[config.mk]
export PLATFORM = sky130hd
export DESIGN_NAME = static_lcd_two_digit_driver
export DESIGN_NICKNAME = d
export VERILOG_FILES = /design/src/rtl/slcd_pkg.sv /design/src/rtl/slcd_front.sv /design/src/rtl/slcd_frame_queue.sv /design/src/rtl/slcd_serializer.sv /design/src/rtl/static_lcd_two_digit_driver.sv
export SDC_FILE = /design/constraint.sdc
export NUM_CORES = 1
export LEC_CHECK = 0
export ABC_CLOCK_PERIOD_IN_PS = 2600
export BUFFER_PORTS_ARGS = -buffer_cell sky130_fd_sc_hd__buf_2
export CORE_UTILIZATION = 60
export CTS_CLUSTER_SIZE = 40
export DETAILED_ROUTE_END_ITERATION = 8
export GPL_TIMING_DRIVEN = 0
export PLACE_DENSITY = 0.81
export SLEW_MARGIN = 0
export SYNTH_ARGS = -nofsm -noshare
export SYNTH_HDL_FRONTEND = slang
export SYNTH_SLANG_ARGS = --single-unit
[constraint.sdc]
create_clock -name clk -period 2.6 [get_ports clk]
set_clock_uncertainty 0.1 [all_clocks]
set_input_delay 0.13 -clock clk [delete_from_list [all_inputs] [get_ports clk]]
set_output_delay 0.13 -clock clk [all_outputs]
set_load 0.02 [all_outputs]
[src/rtl/slcd_pkg.sv]
package slcd_pkg;

	localparam int FRAME_BITS = 16;
	localparam int CNT_W = $clog2(FRAME_BITS);
	localparam int QUEUE_DEPTH = 2;

	localparam logic [7:0] BP_BIT = 8'h80;
	localparam logic [7:0] LOW7 = 8'h7f;

	// Reciprocal for an 8-bit divide by ten: q = (v * 205) >> 11.
	localparam logic [7:0] DIV10_MUL = 8'd205;
	localparam int DIV10_SHIFT = 11;

	typedef enum logic [1:0] {
		CMD_TICK = 2'd0,
		CMD_LOAD_DEC = 2'd1,
		CMD_LOAD_HEX = 2'd2
	} cmd_t;

	typedef struct packed {
		logic [1:0] cmd;
		logic [7:0] value;
	} in_t;

	typedef struct packed {
		logic serial_bit;
		logic strobe_after;
	} out_t;

	// Front to queue: one frame write.
	typedef struct packed {
		logic push;
		logic [FRAME_BITS-1:0] frame;
	} frame_req_t;

	// Queue head as seen by the serializer.
	typedef struct packed {
		logic empty;
		logic [FRAME_BITS-1:0] frame;
	} frame_head_t;

	function automatic logic [7:0] seg_code(input logic [3:0] digit);
		logic [7:0] s;
		case (digit)
			4'h0: s = 8'h3f;
			4'h1: s = 8'h06;
			4'h2: s = 8'h5b;
			4'h3: s = 8'h4f;
			4'h4: s = 8'h66;
			4'h5: s = 8'h6d;
			4'h6: s = 8'h7d;
			4'h7: s = 8'h07;
			4'h8: s = 8'h7f;
			4'h9: s = 8'h6f;
			4'ha: s = 8'h77;
			4'hb: s = 8'h7c;
			4'hc: s = 8'h39;
			4'hd: s = 8'h5e;
			4'he: s = 8'h79;
			4'hf: s = 8'h71;
			default: s = 8'h00;
		endcase
		return s;
	endfunction

endpackage

[src/rtl/slcd_front.sv]
module slcd_front (
	input  logic                 clk,
	input  logic                 arst_n,
	input  logic                 push,
	input  slcd_pkg::in_t        item,
	input  logic                 queue_full,
	input  logic                 cfg_we,
	input  logic                 cfg_wdata,
	output logic                 full,
	output slcd_pkg::frame_req_t req
);

	logic [7:0] digit_pair_q;
	logic       phase_q;
	logic       point_on_q;

	logic        accept;
	logic [15:0] prod;
	logic [4:0]  quot;
	logic [7:0]  rem;
	logic [7:0]  lo_seg;
	logic [7:0]  hi_seg;
	logic [7:0]  lo_byte;
	logic [7:0]  hi_byte;

	assign full = queue_full;
	assign accept = push && !queue_full;

	// Divide by ten through the reciprocal, remainder by subtract.
	assign prod = {8'd0, item.value} * {8'd0, slcd_pkg::DIV10_MUL};
	assign quot = prod[slcd_pkg::DIV10_SHIFT +: 5];
	assign rem = item.value - ({quot[4:0], 3'b000} + {2'b00, quot[4:0], 1'b0});

	assign lo_seg = slcd_pkg::seg_code(digit_pair_q[3:0]) | (point_on_q ? slcd_pkg::BP_BIT : 8'h00);
	assign hi_seg = slcd_pkg::seg_code(digit_pair_q[7:4]);

	always_comb begin
		if (phase_q) begin
			hi_byte = hi_seg & slcd_pkg::LOW7;
			lo_byte = lo_seg;
		end else begin
			hi_byte = ~hi_seg | slcd_pkg::BP_BIT;
			lo_byte = ~lo_seg;
		end
	end

	assign req.push = accept && (item.cmd == slcd_pkg::CMD_TICK);
	assign req.frame = {hi_byte, lo_byte};

	always_ff @(posedge clk or negedge arst_n) begin
		if (!arst_n) begin
			digit_pair_q <= 8'd0;
			phase_q <= 1'b0;
			point_on_q <= 1'b0;
		end else begin
			if (cfg_we) begin
				point_on_q <= cfg_wdata;
			end
			if (accept) begin
				case (item.cmd)
					slcd_pkg::CMD_TICK: begin
						phase_q <= ~phase_q;
					end
					slcd_pkg::CMD_LOAD_DEC: begin
						digit_pair_q <= {quot[3:0], rem[3:0]};
					end
					slcd_pkg::CMD_LOAD_HEX: begin
						digit_pair_q <= item.value;
					end
					default: begin
						// drop the unused command
					end
				endcase
			end
		end
	end

endmodule

[src/rtl/slcd_frame_queue.sv]
module slcd_frame_queue #(
	parameter int DEPTH = slcd_pkg::QUEUE_DEPTH
) (
	input  logic                  clk,
	input  logic                  arst_n,
	input  slcd_pkg::frame_req_t  req,
	input  logic                  deq,
	output logic                  queue_full,
	output slcd_pkg::frame_head_t head
);

	localparam int PTR_W = (DEPTH > 1) ? $clog2(DEPTH) : 1;
	localparam int CNT_W = $clog2(DEPTH + 1);
	localparam logic [PTR_W-1:0] LAST_PTR = PTR_W'(DEPTH - 1);
	localparam logic [CNT_W-1:0] FULL_CNT = CNT_W'(DEPTH);

	logic [slcd_pkg::FRAME_BITS-1:0] mem_q [DEPTH];
	logic [PTR_W-1:0] wr_ptr_q;
	logic [PTR_W-1:0] rd_ptr_q;
	logic [CNT_W-1:0] count_q;

	logic do_wr;
	logic do_rd;

	assign queue_full = (count_q == FULL_CNT);
	assign head.empty = (count_q == '0);
	assign head.frame = mem_q[rd_ptr_q];

	assign do_wr = req.push && !queue_full;
	assign do_rd = deq && !head.empty;

	always_ff @(posedge clk) begin
		if (do_wr) begin
			mem_q[wr_ptr_q] <= req.frame;
		end
	end

	always_ff @(posedge clk or negedge arst_n) begin
		if (!arst_n) begin
			wr_ptr_q <= '0;
			rd_ptr_q <= '0;
			count_q <= '0;
		end else begin
			if (do_wr) begin
				wr_ptr_q <= (wr_ptr_q == LAST_PTR) ? '0 : wr_ptr_q + 1'b1;
			end
			if (do_rd) begin
				rd_ptr_q <= (rd_ptr_q == LAST_PTR) ? '0 : rd_ptr_q + 1'b1;
			end
			if (do_wr && !do_rd) begin
				count_q <= count_q + 1'b1;
			end else if (do_rd && !do_wr) begin
				count_q <= count_q - 1'b1;
			end
		end
	end

endmodule

[src/rtl/slcd_serializer.sv]
module slcd_serializer (
	input  logic                  clk,
	input  logic                  arst_n,
	input  slcd_pkg::frame_head_t head,
	output logic                  deq,
	input  logic                  pop,
	output logic                  empty,
	output slcd_pkg::out_t        result
);

	localparam logic [slcd_pkg::CNT_W-1:0] LAST_BIT = slcd_pkg::CNT_W'(slcd_pkg::FRAME_BITS - 1);

	logic [slcd_pkg::FRAME_BITS-1:0] shift_q;
	logic [slcd_pkg::CNT_W-1:0]      cnt_q;
	logic                            active_q;
	logic                            out_valid_q;
	slcd_pkg::out_t                  out_q;

	logic slot_free;
	logic adv;
	logic last;
	logic load;

	assign slot_free = !out_valid_q || pop;
	assign adv = active_q && slot_free;
	assign last = (cnt_q == LAST_BIT);
	// Take the next frame when idle or as the last bit of this one leaves.
	assign deq = !active_q || (adv && last);
	assign load = deq && !head.empty;

	assign empty = !out_valid_q;
	assign result = out_q;

	always_ff @(posedge clk) begin
		if (load) begin
			shift_q <= head.frame;
		end else if (adv) begin
			shift_q <= {shift_q[slcd_pkg::FRAME_BITS-2:0], 1'b0};
		end
		if (adv) begin
			out_q.serial_bit <= shift_q[slcd_pkg::FRAME_BITS-1];
			out_q.strobe_after <= last;
		end
	end

	always_ff @(posedge clk or negedge arst_n) begin
		if (!arst_n) begin
			cnt_q <= '0;
			active_q <= 1'b0;
			out_valid_q <= 1'b0;
		end else begin
			if (load) begin
				cnt_q <= '0;
				active_q <= 1'b1;
			end else if (adv) begin
				cnt_q <= cnt_q + 1'b1;
				if (last) begin
					active_q <= 1'b0;
				end
			end
			if (adv) begin
				out_valid_q <= 1'b1;
			end else if (pop) begin
				out_valid_q <= 1'b0;
			end
		end
	end

endmodule

[src/rtl/static_lcd_two_digit_driver.sv]
// Serial drive for a two-digit static seven-segment LCD.
// Input queue side: push an item when full is low. A load item (decimal or
// hex) stores the display byte and yields nothing; a refresh tick builds one
// 16-bit shift register frame and flips the backplane phase.
// Result queue side: while empty is low, result holds the next serial bit;
// pop takes it. A tick yields 16 results, most significant bit first, and the
// last one has strobe_after set.
// A tick's frame is registered in the frame queue, then in the shift register,
// and each bit is registered before it is poppable. Throughput: one bit per
// cycle with pop held, set by the single-bit serializer. Loads: one per cycle unless full.
// Up to QUEUE_DEPTH built frames wait between the decoder and the
// serializer; once they are all taken, full rises and holds all input.
// A stall on pop holds the current result and fills the frame queue.
// Reset clears the display byte, the phase, the decimal point and all queues.
// cfg_we writes the decimal point enable; write it only while idle.
module static_lcd_two_digit_driver #(
	parameter int QUEUE_DEPTH = slcd_pkg::QUEUE_DEPTH
) (
	input  logic           clk,
	input  logic           arst_n,
	input  logic           push,
	output logic           full,
	input  slcd_pkg::in_t  item,
	output logic           empty,
	input  logic           pop,
	output slcd_pkg::out_t result,
	input  logic           cfg_we,
	input  logic           cfg_wdata
);

	slcd_pkg::frame_req_t  req;
	slcd_pkg::frame_head_t head;
	logic                  queue_full;
	logic                  deq;

	slcd_front u_front (
		.clk        (clk),
		.arst_n     (arst_n),
		.push       (push),
		.item       (item),
		.queue_full (queue_full),
		.cfg_we     (cfg_we),
		.cfg_wdata  (cfg_wdata),
		.full       (full),
		.req        (req)
	);

	slcd_frame_queue #(
		.DEPTH (QUEUE_DEPTH)
	) u_queue (
		.clk        (clk),
		.arst_n     (arst_n),
		.req        (req),
		.deq        (deq),
		.queue_full (queue_full),
		.head       (head)
	);

	slcd_serializer u_ser (
		.clk    (clk),
		.arst_n (arst_n),
		.head   (head),
		.deq    (deq),
		.pop    (pop),
		.empty  (empty),
		.result (result)
	);

endmodule

Yosys cells after proc, flatten, opt, wreduce, memory -nomap -nowiden
Memories as Yosys holds them, arrays and structs flattened.
Index checks and enable logic that the tools add are counted.
{"block": "word_totals", "ff_bits": 38, "latch_bits": 0, "mem_bits_rw": 32, "rom_bits": 224, "inputBits": 16, "elab_cells": 76, "memories": 3}
{"memory": "(name not given)", "words": 16, "width": 7, "read_ports": 1, "rd_ports_with_merged_regs": 0, "wr": 0, "line_no": "slcd_pkg.sv:44", "source": "case (digit)"}
{"memory": "(name not given)", "words": 16, "width": 7, "read_ports": 1, "rd_ports_with_merged_regs": 0, "wr": 0, "line_no": "slcd_pkg.sv:44"}
{"memory": "u_queue.mem_q", "words": 2, "width": 16, "read_ports": 1, "rd_ports_with_merged_regs": 0, "wr": 1, "line_no": "slcd_frame_queue.sv:17", "source": "logic [slcd_pkg::FRAME_BITS-1:0] mem_q [DEPTH];"}
{"block": "op_classes", "add_sub_neg": 7, "n_mul": 1, "n_div": 0, "order_cmp": 0, "n_eq_ne": 4, "shifts": 0, "n_mux": 19, "n_bitwise": 4, "n_reduce_logical": 26}
{"operator": "$mux 16", "count": 2}
{"operator": "$mux 8", "count": 3}
{"operator": "$pmux 8 s2", "count": 1}
{"operator": "$mul 8x8->15 const B", "count": 1}
{"operator": "$reduce_bool 2->1", "count": 5}
{"operator": "$mux 1", "count": 9}
{"operator": "$logic_and 1x1->1", "count": 8}
{"operator": "$mux 4", "count": 2}
{"operator": "$not 8->8", "count": 1}
{"operator": "$or 8x8->8", "count": 1}
{"operator": "$not 7->7", "count": 1}
{"operator": "$logic_not 1->1", "count": 6}
{"operator": "$reduce_and 2->1", "count": 3}
{"operator": "$add 4x1->4 const B", "count": 1}
{"operator": "$add 4x4->4", "count": 1}
{"operator": "$eq 2x2->1 const B", "count": 2}
{"operator": "$eq 4x4->1 const B", "count": 1}
{"operator": "$logic_not 2->1", "count": 2}
{"operator": "$mux 2", "count": 2}
{"operator": "$sub 4x4->4", "count": 1}
{"operator": "$add 1x1->1 const B", "count": 2}
{"operator": "$add 2x1->2 const B", "count": 1}
{"operator": "$eq 2x1->1 const B", "count": 1}
{"operator": "$logic_or 1x1->1", "count": 2}
{"operator": "other kinds (2)", "count": 2}

Longest topological paths before layout
Gate-level depths: netlist of the first run.
{"block": "depth", "ltp_word": 9, "ltp_mapped": 22, "depth_no_buf": 22}

Hierarchy
A second synthesis of the first run with hierarchy kept.
{"block": "hier_totals", "cells_unflattened": 435, "area_unflattened_um2": 4928.5}
{"module": "slcd_front", "n_inst": 1, "cells_each": 242, "area_each_um2": 2198.4, "seq_area_each_um2": 250.2}
{"module": "slcd_frame_queue", "n_inst": 1, "cells_each": 69, "area_each_um2": 1402.6, "seq_area_each_um2": 1061.0}
{"module": "slcd_serializer", "n_inst": 1, "cells_each": 124, "area_each_um2": 1327.5, "seq_area_each_um2": 690.7}

Worst setup path before layout of the first run
OpenSTA, ideal clock, no wires.
{"block": "synth_path", "path_kind": "input to register", "start": "in item[0] (netlist bit)", "end": "reg u_front.digit_pair_q[3]", "setup_time_ns": 0.142, "t_arrival_ns": 4.240, "required_ns": 2.358, "slack_ns": -1.883, "stages": 22, "path_buffers": 0, "path_cell_list": "inv_1 -> ha_1 -> inv_1 -> ha_1 -> inv_1 -> fa_1 -> fa_1 -> inv_1 -> ha_1 -> and4_1 -> a41oi_2 -> a21oi_4 -> nor2_1 -> xnor2_1 -> ha_1 -> xnor2_1 -> or4b_1 -> o311ai_1 -> a21oi_2 -> nand3_2 -> xor2_1 -> o221ai_1"}
{"block": "synth_via", "elab_chain_len": 4}
{"item": "from (decl)", "line_no": "static_lcd_two_digit_driver.sv:23", "source": "input slcd_pkg::in_t item,"}
{"item": "$mul 8x8->15", "line_no": "slcd_front.sv:30", "source": "assign prod = {8'd0, item.value} * {8'd0, slcd_pkg::DIV10_MUL};"}
{"item": "$add 4x4->4", "line_no": "slcd_front.sv:32", "source": "assign rem = item.value - ({quot[4:0], 3'b000} + {2'b00, quot[4:0], 1'b0});"}
{"item": "$sub 4x4->4 *", "line_no": "slcd_front.sv:32"}
{"item": "$pmux 8 s2 *", "line_no": "slcd_front.sv:60", "source": "case (item.cmd)"}
{"item": "to (signal assigned)", "line_no": "slcd_front.sv:65", "source": "digit_pair_q <= {quot[3:0], rem[3:0]};"}
{"item": "to (signal assigned)", "line_no": "slcd_front.sv:68", "source": "digit_pair_q <= item.value;"}
{"item": "to (decl)", "line_no": "slcd_front.sv:13", "source": "logic [7:0] digit_pair_q;"}
Mark *: on every way between the ends. The rest lies on a longest branch, timed or not.
A chain may end at the register's enable or synchronous reset.

Worst setup path in the final report of the first run
{"block": "layout_path", "start": "in item[1] (netlist bit)", "end": "reg u_front.digit_pair_q[3]"}
Same word-level chain as after synthesis.

==> results.py, run 1 <==
metrics = {
    "outcome": {
        "status": "complete, but fails checks",
        "failed_checks": "setup timing",
    },
    "synth": {
        "syn_area_sq_um": 4570,
        "synth_mux_area_share_pct": 5.61,
        "synthAdderAreaFrac_pct": 20.3,
        "synth_top_family_by_area": "adder cells",
        "synth.avg_cell_area_sq_um": 11.2,
        "syn_inst": 408,
        "synth_fp_nets": 492,
        "yosysUniqueCellTypes": 53,
        "ys.flop_type": "edfxtp_1",
        "synth_edf_count": 50,
        "synthSimpleGateAreaFrac_pct": 9.30,
        "yosys_register_bits": 70,
        "synth_compound_gate_area_share_pct": 9.58,
        "ys_warn_count": 0,
        "synth-seq-area-share_pct": 43.8,
        "synth_xor_area_share_pct": 6.70,
        "synthArstFlopShare_pct": 28.6,
    },
    "power": {
        "clockPowerShare_pct": 17.1,
        "p_int_mw": 3.52,
        "seq_power_share_pct": 32.6,
        "ir_drop_mv": 0.619,
        "netSwitchingFraction_pct": 37.4,
        "power_frac_comb_pct": 50.3,
        "p_switching_mw": 2.10,
        "power.density_nw_per_um2": 1040,
        "leakagePower_nw": 2.37,
    },
    "setup_path": {
        "arrival_ps": 4360,
        "path_common_cell": "ha_4",
        "crit_path_start_kind": "input port",
        "crit_path_top_delay_cell": "fa_1",
        "timing.rr.start": "u_ser.cnt_q[0]$_DFFE_PN0P_",
        "critPathCaptureType": "flip-flop",
        "critPathRequiredTime_ps": 2690,
        "path_delay_family": "adder cells",
        "slowest_delay_ps": 540,
        "rr_worst_depth": 6,
        "reg2reg_to": "u_ser.shift_q[13]$_DFFE_PP_",
        "critPathMaxFanout": 5,
        "critPathBufInv": 4,
        "r2r_slack_ps": 240,
        "worstPathCellList": "buf_12, buf_6, ha_4, xor2_1, ha_1, fa_1, inv_2, fa_1, inv_2, ha_4, nand4_1, a21oi_4, nor2_4, xnor2_2, ha_4, xnor2_4, or4b_1, o311ai_2, a21oi_2, nand3_2, xor2_1, o221ai_1",
        "critical_path_class": "input port to flip-flop",
    },
    "min_path": {
        "hold_path.startpoint": "item[4]",
        "holdPathStages": 3,
        "hold_end": "u_front.digit_pair_q[4]$_DFFE_PN0P_",
        "hp-class": "input port to flip-flop",
    },
    "global_routing": {
        "track_usage_pct": 23.8,
        "grt_pass1_wl_mm": 14.1,
        "grt_max_degree": 21,
        "grt_pass1_vias": 3100,
        "antenna_found_initial": 0,
        "gr-total-overflow": 0,
    },
    "sta": {
        "slew_headroom_pct": 48.2,
        "fmax_mhz": 234,
        "tightestPinTransition_ps": 778,
        "rsz0062_at_grt": "true",
        "fin_ws_ps": -1670,
        "finalCritPeriodShare_pct": 164,
        "hold_viol_final": 0,
        "drv_slew": 0,
        "setup_violations": 7,
        "fin_crit_ps": 4270,
        "fin_tns_setup_ps": -6830,
        "holdWs_ps": 82.9,
    },
    "place": {
        "dp_hpwl_mm": 6.20,
        "port_buffers": 19,
        "dp.cells": 526,
        "place.gp.congestion": 0.800,
        "place_ws_ps": -2340,
    },
    "finish": {
        "fillers": 505,
        "fin_util_pct": 74.1,
        "multi_input_area_sq_um": 2540,
        "final_common_cell": "edfxtp_1",
        "drive_gt1_share_pct": 20.0,
        "layout_common_cells": "edfxtp_1, ha_1, nor2_1",
        "diodes": 0,
        "nets": 540,
        "regArea_sq_um": 2000,
        "stdcell_count": 560,
        "synthToLayoutAreaGrowth_pct": 18.2,
    },
    "cts": {
        "clock-sinks": 70,
        "cts_buffer_depth": 2,
        "cts_made_buffers": 9,
        "path_clk_slew_ps": 70,
        "clkLatencyLatePin_ps": 330,
        "cts_tree": "yes",
        "h-tree-depth": 3,
        "cts_root_buffer": "clkbuf_8",
    },
    "run": {
        "max-cap-violations": 0,
    },
    "route": {
        "vias": 3113,
        "dr.pass1.iters": 5,
        "first_iter_violations": 191,
        "routedWlPerCell_um": 15.5,
        "ant_nets": 0,
        "vias_per_cell": 5.56,
        "wirelength_mm": 8.70,
        "drc": 0,
    },
    "floorplanning": {
        "num_rows": 31,
        "fp.dieArea_sq_um": 7970,
        "start_util_pct": 62.7,
        "die_x_um": 89.3,
        "io_pins": 20,
        "dieHeight_um": 89.3,
        "core_sq_um": 7290,
    },
}
through the flow:
step / total power, mW / cell area (sq um)
after global placement: 4.23 / 4890
after CTS: 5.47 / 5310
after floorplan: 3.84 / 4670
final: 5.62 / 5400
after detailed placement: 4.37 / 4890
after global routing: 6.04 / 5400
sequential cells by signal (all words and copies together), names as in the netlist:
register / flops
u_front.digit_pair_q: 8
u_ser.result: 2
u_queue.wr_ptr_q: 1
u_ser.active_q: 1
u_ser.cnt_q: 4
u_queue.rd_ptr_q: 1
u_front.phase_q: 1
u_ser.shift_q: 16
u_queue.count_q: 2
u_ser.out_valid_q: 1
u_queue.mem_q: 32
u_front.point_on_q: 1
kinds of logic (layout without fill, tap and decap cells):
| logic type | count (synthesis) | after routing |
|---|---|---|
| flip-flops | 70 | 70 |
| AO/OA/AOI/OAI | 66 | 66 |
| XOR/XNOR | 35 | 35 |
| multiplexers | 23 | 23 |
| buffers and inverters | 55 | 108 |
| adder cells (fa/ha/maj) | 68 | 68 |
| AND/OR/NAND/NOR | 91 | 91 |
cell usage after synthesis (5+ instances only):
master / count / area (sq um)
ha_1: 58 / 726
mux2i_1: 20 / 200
edfxtp_1: 50 / 1500
dfrtp_1: 20 / 500
a211oi_1: 6 / 45.0
nand2b_1: 5 / 31.3
fa_1: 10 / 200
o21ai_1: 6 / 30.0
buf_2: 5 / 25.0
inv_1: 39 / 146
nand2_1: 23 / 86.3
a21oi_1: 29 / 145
xnor2_1: 25 / 219
nor2_1: 38 / 143
xor2_1: 10 / 87.6
power by group through the flow:
stage | sequential (mW) | clock, mW | combinational, mW
global placement | 1.84 | 0 | 2.39
global route | 1.86 | 1.02 | 3.15
floorplan | 1.81 | 0 | 2.02
CTS | 1.83 | 0.972 | 2.66
detailed placement | 1.85 | 0 | 2.52
finish | 1.83 | 0.959 | 2.83
worst reg2reg max path, cell delays in order, from the launching register on:
cell     delay, ps
dfrtp_1        400
ha_1           180
and3_1         200
nand2_1        100
a21oi_2        390
inv_2          110
nand2_1        500
final cells by class:
type | instances | share of cell area, %
tap | 99 | 2.29
timing repair buffer | 37 | 5.23
inverter | 42 | 3.10
multi-input combinational | 283 | 47.1
sequential | 70 | 37.1
clock inverter | 5 | 1.53
buffer | 13 | 1.11
clock buffer | 11 | 2.62
what timing repair did:
action / CTS / global route
pin swaps: 17 / 7
hold buffers: 4 / 0
setup endpoints to repair: 7 / 7
hold endpoints to repair: 22 / 0
resized for setup: 15 / 13
setup buffers: 11 / 3
how the worst max path moves through the flow:
| stage | startpoint | endpoint | slack, ps | cells past startpoint |
|---|---|---|---|---|
| after floorplan | item[0] | u_front.digit_pair_q[3]$_DFFE_PN0P_ | -1740 | 22 |
| after global placement | item[0] | u_front.digit_pair_q[3]$_DFFE_PN0P_ | -2260 | 23 |
| after detailed placement | item[0] | u_front.digit_pair_q[3]$_DFFE_PN0P_ | -2340 | 23 |
| after CTS | item[0] | u_front.digit_pair_q[3]$_DFFE_PN0P_ | -1690 | 23 |
| after global routing | item[1] | u_front.digit_pair_q[3]$_DFFE_PN0P_ | -1840 | 22 |
| final | item[1] | u_front.digit_pair_q[3]$_DFFE_PN0P_ | -1670 | 22 |
metal layers:
layer	up-vias	GRT usage [%]	wire, um
met5	-	0	0
met4	0	11.5	329
met3	32	5.17	282
met2	74	44.8	4690
met1	1486	25.0	3390
li1	1521	-	-
Note: power is estimated with default switching activity, not from simulation.
==> run 2: changes to the inputs <==
--- a/config.mk
+++ b/config.mk
@@ -5,6 +5,7 @@
 export SDC_FILE = /design/constraint.sdc
 export NUM_CORES = 1
 export LEC_CHECK = 0
+export ABC_AREA = 1
 export ABC_CLOCK_PERIOD_IN_PS = 2600
 export BUFFER_PORTS_ARGS = -buffer_cell sky130_fd_sc_hd__buf_2
 export CORE_UTILIZATION = 60
==> run 2 against run 1 <==
  * The run still ends with setup timing left
  * Flip-flop and latch count is the same
  * First-iteration DRC count shrank 23%
  * Design area grew 2.3%
  * Worst hold slack lost 45 ps
  * Register-to-register slack gained 40 ps
  * Utilization grew 0.49 points
  * Area after synthesis grew 2.5%
  * Power grew 9.1%
  * Clock power grew 4.2%
  * Wire length grew 4.8%
  * Maximum frequency grew 21%
  * Largest power group unchanged
  * Highest routed layer unchanged
==> results.py, run 2 <==
metrics = {
    "setup_path": {
        "critPathRequiredTime_ps": 2730,
        "slowest_delay_ps": 510,
        "critPathMaxFanout": 4,
        "crit_path_top_delay_cell": "fa_1",
        "critPathBufInv": 4,
        "cp-endpoint": "u_front.digit_pair_q[3]$_DFFE_PN0P_",
        "crit_path_start_kind": "input port",
        "cp.depth": 23,
        "reg2reg_to": "u_queue.mem_q[1][0]$_DFFE_PP_",
        "critical_path.startpoint": "item[2]",
        "path_delay_family": "adder cells",
        "critical_path_class": "input port to flip-flop",
        "rr_worst_depth": 5,
        "critPathCaptureType": "flip-flop",
        "r2r_slack_ps": 280,
        "worstPathCellList": "buf_12, ha_4, xor2_1, ha_1, fa_1, inv_2, fa_1, inv_2, ha_4, a21oi_2, nor2_1, a211oi_2, nand3b_1, nand2_2, inv_2, ha_4, nand2_4, nand4_1, nand2_1, nand2_1, nand3_2, nand2_1, nand2_1",
        "timing.rr.start": "u_queue.count_q[1]$_DFFE_PN0P_",
        "arrival_ps": 3650,
        "path_common_cell": "nand2_1",
    },
    "route": {
        "ant_nets": 0,
        "vias": 3438,
        "routedWlPerCell_um": 14.6,
        "first_iter_violations": 147,
        "drc": 0,
        "vias_per_cell": 5.50,
        "wirelength_mm": 9.11,
        "dr.pass1.iters": 5,
    },
    "global_routing": {
        "gr-total-overflow": 0,
        "grt_pass1_vias": 3520,
        "grt_pass1_wl_mm": 15.4,
        "track_usage_pct": 23.9,
        "antenna_found_initial": 0,
        "grt_max_degree": 21,
    },
    "finish": {
        "largest-register": "u_queue.mem_q",
        "diodes": 0,
        "largest_reg_flops": 32,
        "nets": 605,
        "drive_gt1_share_pct": 22.6,
        "layout_common_cells": "nand2_1, inv_1, edfxtp_1",
        "final_common_cell": "nand2_1",
        "synthToLayoutAreaGrowth_pct": 17.9,
        "fillers": 498,
        "reg_top3": "u_queue.mem_q (32), u_ser.shift_q (16), u_front.digit_pair_q (8)",
    },
    "sta": {
        "setup_violations": 7,
        "slew_headroom_pct": 12.0,
        "hold_viol_final": 0,
        "fmax_mhz": 284,
        "drv_slew": 0,
        "fin_tns_setup_ps": -4390,
        "rsz0062_at_grt": "true",
        "tightestPinTransition_ps": 1320,
        "finalCritPeriodShare_pct": 136,
        "fin_ws_ps": -924,
        "fin_crit_ps": 3520,
        "holdWs_ps": 38.0,
    },
    "synth": {
        "ys.flop_type": "edfxtp_1",
        "yosysTopAreaCellShare_pct": 32.0,
        "syn_inst": 477,
        "yosys-top-cells-area": "edfxtp_1, ha_1, dfrtp_1",
        "synthMostInstantiatedCell": "nand2_1",
        "ys_warn_count": 0,
        "synth_fp_nets": 561,
        "synth.avg_cell_area_sq_um": 9.82,
        "synth-seq-area-share_pct": 42.7,
        "yosysTopAreaCell": "edfxtp_1",
        "yosys_register_bits": 70,
        "syn_area_sq_um": 4690,
        "yosysUniqueCellTypes": 39,
        "synth_edf_count": 50,
        "synthArstFlopShare_pct": 28.6,
        "synthTopCellsByCount": "nand2_1, inv_1, ha_1",
    },
    "floorplanning": {
        "fp.dieArea_sq_um": 8170,
        "io_pins": 20,
        "dieHeight_um": 90.4,
        "start_util_pct": 63.2,
        "die_x_um": 90.4,
        "num_rows": 31,
        "core_sq_um": 7410,
    },
    "cts": {
        "cts_made_buffers": 9,
        "path_clk_slew_ps": 80,
        "cts_buffer_depth": 2,
        "cts_root_buffer": "clkbuf_8",
        "h-tree-depth": 3,
        "clkLatencyLatePin_ps": 340,
        "clock-sinks": 70,
        "cts_tree": "yes",
    },
    "place": {
        "port_buffers": 19,
        "dp_hpwl_mm": 6.64,
        "place.gp.congestion": 0.872,
        "place_ws_ps": -1350,
    },
    "power": {
        "leakagePower_nw": 2.50,
        "ir_drop_mv": 0.592,
        "power.density_nw_per_um2": 1110,
        "power.total_mw": 6.13,
    },
    "outcome": {
        "status": "complete, but fails checks",
        "failed_checks": "setup timing",
    },
    "run": {
        "max-cap-violations": 0,
    },
    "min_path": {
        "hp-class": "input port to flip-flop",
    },
}
[run 2: changes by cell type after synthesis, moves of 13 or more]
cell	before	now
a21oi_1	29	16
a31oi_2	0	13
inv_1	39	62
mux2i_1	20	0
nand2_1	23	89
o21ai_0	2	26
xnor2_1	25	6
[run 2: kinds of logic (layout without fill, tap and decap cells)]
family | count (synthesis) | in the layout | share of synthesized area, %
and+or+nand+nor | 154 | 154 | 13.4
buffers and inverters | 80 | 129 | 7.34
AOI/OAI and AO/OA | 76 | 76 | 11.3
DFF | 70 | 70 | 42.7
adders and majority gates | 68 | 68 | 19.8
xor gates and xnor gates | 28 | 28 | 5.23
muxes | 1 | 1 | 0.240
[run 2: timing repair]
action                                  4_1_cts  5_1_grt
endpoints found under the setup margin        7        7
resized for setup                            15       23
hold buffers                                  5        0
buffers inserted                              6        2
pin swaps                                    25       16
hold endpoints to repair                     23        0
[run 2: routing by layer]
layer | wire length (um) | GRT usage [%] | up-vias | part of all wire [%]
met5 | 0 | 0 | - | 0
met4 | 354 | 12.1 | 0 | 3.9
met3 | 306 | 3.54 | 26 | 3.4
met2 | 4950 | 44.8 | 95 | 54
met1 | 3500 | 25.9 | 1636 | 38
li1 | - | - | 1681 | -
[run 2: worst min-delay path by stage]
stage	startpoint	to	slack (ps)	cells after the start
3_5_place_dp	arst_n	u_queue.count_q[1]$_DFFE_PN0P_	20	1
5_1_grt	item[0]	u_front.digit_pair_q[0]$_DFFE_PN0P_	60	3
4_1_cts	item[0]	u_front.digit_pair_q[0]$_DFFE_PN0P_	30	3
3_3_place_gp	arst_n	u_queue.count_q[1]$_DFFE_PN0P_	20	1
6_report	item[0]	u_front.digit_pair_q[0]$_DFFE_PN0P_	40	3
2_1_floorplan	arst_n	u_front.digit_pair_q[0]$_DFFE_PN0P_	-270	0
[run 2: layout make-up]
class / count / area (sq um) / share of cell area [%]
Tap cell: 99 / 124 / 2.24
Sequential cell: 70 / 2000 / 36.2
Timing Repair Buffer: 33 / 245 / 4.44
Inverter: 68 / 260 / 4.71
Clock buffer: 9 / 124 / 2.24
Buffer: 12 / 83.8 / 1.52
Multi-Input combinational cell: 327 / 2580 / 46.7
Clock inverter: 7 / 106 / 1.92
[run 2: worst register-to-register path, stage by stage, from the launching register on]
cell and delay, ps:
dfrtp_1 410, inv_1 110, o21ai_0 80, inv_1 80, nand2_1 130, nor2_1 1010
[run 2: metrics by stage]
stage          utilization [%]  std cells  area [sq um]
2_1_floorplan                -        477          4820
3_3_place_gp              68.0        595          5040
3_5_place_dp              68.0        595          5040
4_1_cts                   73.1        622          5420
5_1_grt                   74.6        625          5530
6_report                  74.6        625          5530
[run 2: report_power, final]
part	internal, mW	switching [mW]
logic	1.25	1.88
registers	1.80	0.192
clock network	0.555	0.444
==> run 3: changes to the inputs <==
--- a/config.mk
+++ b/config.mk
@@ -6,8 +6,8 @@
 export NUM_CORES = 1
 export LEC_CHECK = 0
 export ABC_AREA = 1
-export ABC_CLOCK_PERIOD_IN_PS = 2600
-export BUFFER_PORTS_ARGS = -buffer_cell sky130_fd_sc_hd__buf_2
+export ABC_CLOCK_PERIOD_IN_PS = 4310
+export BUFFER_PORTS_ARGS = -buffer_cell sky130_fd_sc_hd__buf_4
 export CORE_UTILIZATION = 60
 export CTS_CLUSTER_SIZE = 40
 export DETAILED_ROUTE_END_ITERATION = 8
==> constraint.sdc (replaced) <==
create_clock -name clk -period 4.31 [get_ports clk]
set_clock_uncertainty 0.1 [all_clocks]
set_input_delay 0.2155 -clock clk [delete_from_list [all_inputs] [get_ports clk]]
set_output_delay 0.2155 -clock clk [all_outputs]
set_load 0.02 [all_outputs]
==> run 3 against run 2 <==
  * The run now ends clean
  * Design area down 6.8%
  * First-iteration DRC count up 31%
  * Combinational power down 48%
  * Clock-buffer cell count unchanged
  * Worst hold slack worse by 22 ps
  * Wire length down 4.6%
  * Clock power down 54%
  * Sequential share of layout area up 2.6 points
  * Final cell count down 1.9%
  * Largest cell class unchanged
==> results.py, run 3 (synthesized netlist as in run 2, its figures left out) <==
metrics = {
    "power": {
        "netSwitchingFraction_pct": 42.1,
        "power.density_nw_per_um2": 638,
        "p_int_mw": 1.90,
        "clockPowerShare_pct": 14.0,
        "ir_drop_mv": 0.265,
        "seq_power_share_pct": 36.6,
        "power_frac_comb_pct": 49.3,
        "leakagePower_nw": 2.39,
        "p_switching_mw": 1.39,
    },
    "cts": {
        "post-cts-setup-buffers": 0,
        "cts_tree": "yes",
        "clkLatencyLatePin_ps": 350,
        "cts_buffer_depth": 2,
        "postCtsHoldBufs": 2,
        "path_clk_slew_ps": 70,
        "cts_made_buffers": 9,
        "h-tree-depth": 3,
        "clock-sinks": 70,
        "cts_root_buffer": "clkbuf_8",
        "ctsResizeCount": 0,
    },
    "finish": {
        "nets": 593,
        "drive_gt1_share_pct": 13.4,
        "fin_util_pct": 69.5,
        "fillers": 536,
        "largest_reg_flops": 32,
        "diodes": 0,
        "layout_common_cells": "nand2_1, inv_1, ha_1",
        "synthToLayoutAreaGrowth_pct": 9.91,
        "reg_top3": "u_queue.mem_q (32), u_ser.shift_q (16), u_front.digit_pair_q (8)",
        "largest-register": "u_queue.mem_q",
        "final_common_cell": "nand2_1",
    },
    "sta": {
        "setup_violations": 0,
        "holdWs_ps": 15.6,
        "finalCritPeriodShare_pct": 91.7,
        "hold_viol_final": 0,
        "drv_slew": 0,
        "fmax_mhz": 253,
        "fin_ws_ps": 357,
        "fin_crit_ps": 3950,
        "rsz0062_at_grt": "false",
        "tightestPinTransition_ps": 833,
        "fin_tns_setup_ps": 0,
        "slew_headroom_pct": 44.4,
    },
    "global_routing": {
        "grt_pass1_vias": 3395,
        "grt_pass1_wl_mm": 15.0,
        "gr-total-overflow": 0,
        "antenna_found_initial": 0,
        "grt_max_degree": 21,
        "track_usage_pct": 23.4,
    },
    "floorplanning": {
        "io_pins": 20,
        "core_sq_um": 7410,
        "num_rows": 31,
        "die_x_um": 90.4,
        "fp.dieArea_sq_um": 8170,
        "start_util_pct": 63.2,
        "dieHeight_um": 90.4,
    },
    "place": {
        "port_buffers": 19,
        "place.gp.congestion": 0.860,
        "place_ws_ps": 44.8,
        "dp_hpwl_mm": 6.80,
    },
    "setup_path": {
        "critPathMaxFanout": 6,
        "crit_path_start_kind": "input port",
        "critPathCaptureType": "flip-flop",
        "critical_path_class": "input port to flip-flop",
        "arrival_ps": 4090,
        "critPathRequiredTime_ps": 4450,
        "rr_worst_depth": 6,
    },
    "route": {
        "routedWlPerCell_um": 14.2,
        "first_iter_violations": 193,
        "drc": 0,
        "vias": 3325,
        "dr.pass1.iters": 4,
        "wirelength_mm": 8.70,
        "vias_per_cell": 5.42,
        "ant_nets": 0,
    },
    "min_path": {
        "holdPathStages": 2,
        "hp-class": "input port to flip-flop",
    },
    "run": {
        "max-cap-violations": 0,
    },
    "outcome": {
        "status": "finished clean",
    },
}
run 3: cell types whose count changed in the layout (fill, tap and decap cells not counted), sizes merged:
| cell | before | now |
|---|---|---|
| inv | 68 | 67 |
| dlygate4sd3 | 5 | 2 |
| bufinv | 2 | 0 |
| clkinvlp | 0 | 1 |
| clkinv | 5 | 7 |
| buf | 35 | 26 |
run 3: cell type report:
type / instances / area (sq um) / area share (%)
Timing Repair Buffer: 21 / 163 / 3.16
Sequential cell: 70 / 2000 / 38.9
Multi-Input combinational cell: 327 / 2340 / 45.5
Tap cell: 99 / 124 / 2.41
Buffer: 12 / 83.8 / 1.63
Clock inverter: 7 / 48.8 / 0.948
Inverter: 68 / 260 / 5.05
Clock buffer: 9 / 124 / 2.41
run 3: final timing paths:
| path | startpoint | end | slack [ps] |
|---|---|---|---|
| worst max-delay path | item[1] | u_front.digit_pair_q[3]$_DFFE_PN0P_ | 360 |
| worst min-delay path | cfg_we | u_front.point_on_q$_DFFE_PN0P_ | 20 |
| worst max register to register | u_ser.out_valid_q$_DFFE_PN0P_ | u_ser.cnt_q[1]$_DFFE_PN0P_ | 2080 |
| worst min register to register | u_ser.shift_q[15]$_DFFE_PP_ | u_ser.result[1]$_DFFE_PP_ | 330 |
| max in group asynchronous | arst_n | u_front.digit_pair_q[7]$_DFFE_PN0P_ | 3680 |
| min in group asynchronous | arst_n | u_ser.out_valid_q$_DFFE_PN0P_ | 190 |
run 3: stage by stage:
| step | area, sq um | power [mW] | instances |
|---|---|---|---|
| 2_1_floorplan | 4690 | 2.43 | 477 |
| 3_3_place_gp | 4950 | 2.72 | 595 |
| 3_5_place_dp | 4950 | 2.83 | 595 |
| 4_1_cts | 5140 | 3.30 | 613 |
| 5_1_grt | 5150 | 3.56 | 613 |
| 6_report | 5150 | 3.29 | 613 |
run 3: per-layer routing:
| layer | vias up | routed length (um) | track usage (%) |
|---|---|---|---|
| met5 | - | 0 | 0 |
| met4 | 0 | 205 | 10.1 |
| met3 | 21 | 285 | 3.37 |
| met2 | 68 | 4730 | 44.1 |
| met1 | 1579 | 3480 | 26.0 |
| li1 | 1657 | - | - |
run 3: critical path, stage by stage:
cell      delay (ps)
buf_4            140
ha_1             350
xor2_1           180
ha_1             300
fa_1             510
inv_1             60
fa_1             420
inv_1             70
ha_1             240
a21oi_1          150
nor2_1            50
a211oi_1         240
nand3b_1         110
nand2_1          120
inv_1             70
ha_1             310
nand2_1           90
nand3_1           80
nand2_1           80
nand2_1           50
nand2_1           50
nand3_1           60
nand2_1           70
nand2_1           40
run 3: power groups by stage:
stage / clock, mW / sequential, mW / combinational [mW]
floorplan: 0 / 1.19 / 1.24
global placement: 0 / 1.20 / 1.51
detailed placement: 0 / 1.22 / 1.61
CTS: 0.461 / 1.20 / 1.63
global route: 0.488 / 1.23 / 1.84
finish: 0.461 / 1.20 / 1.62
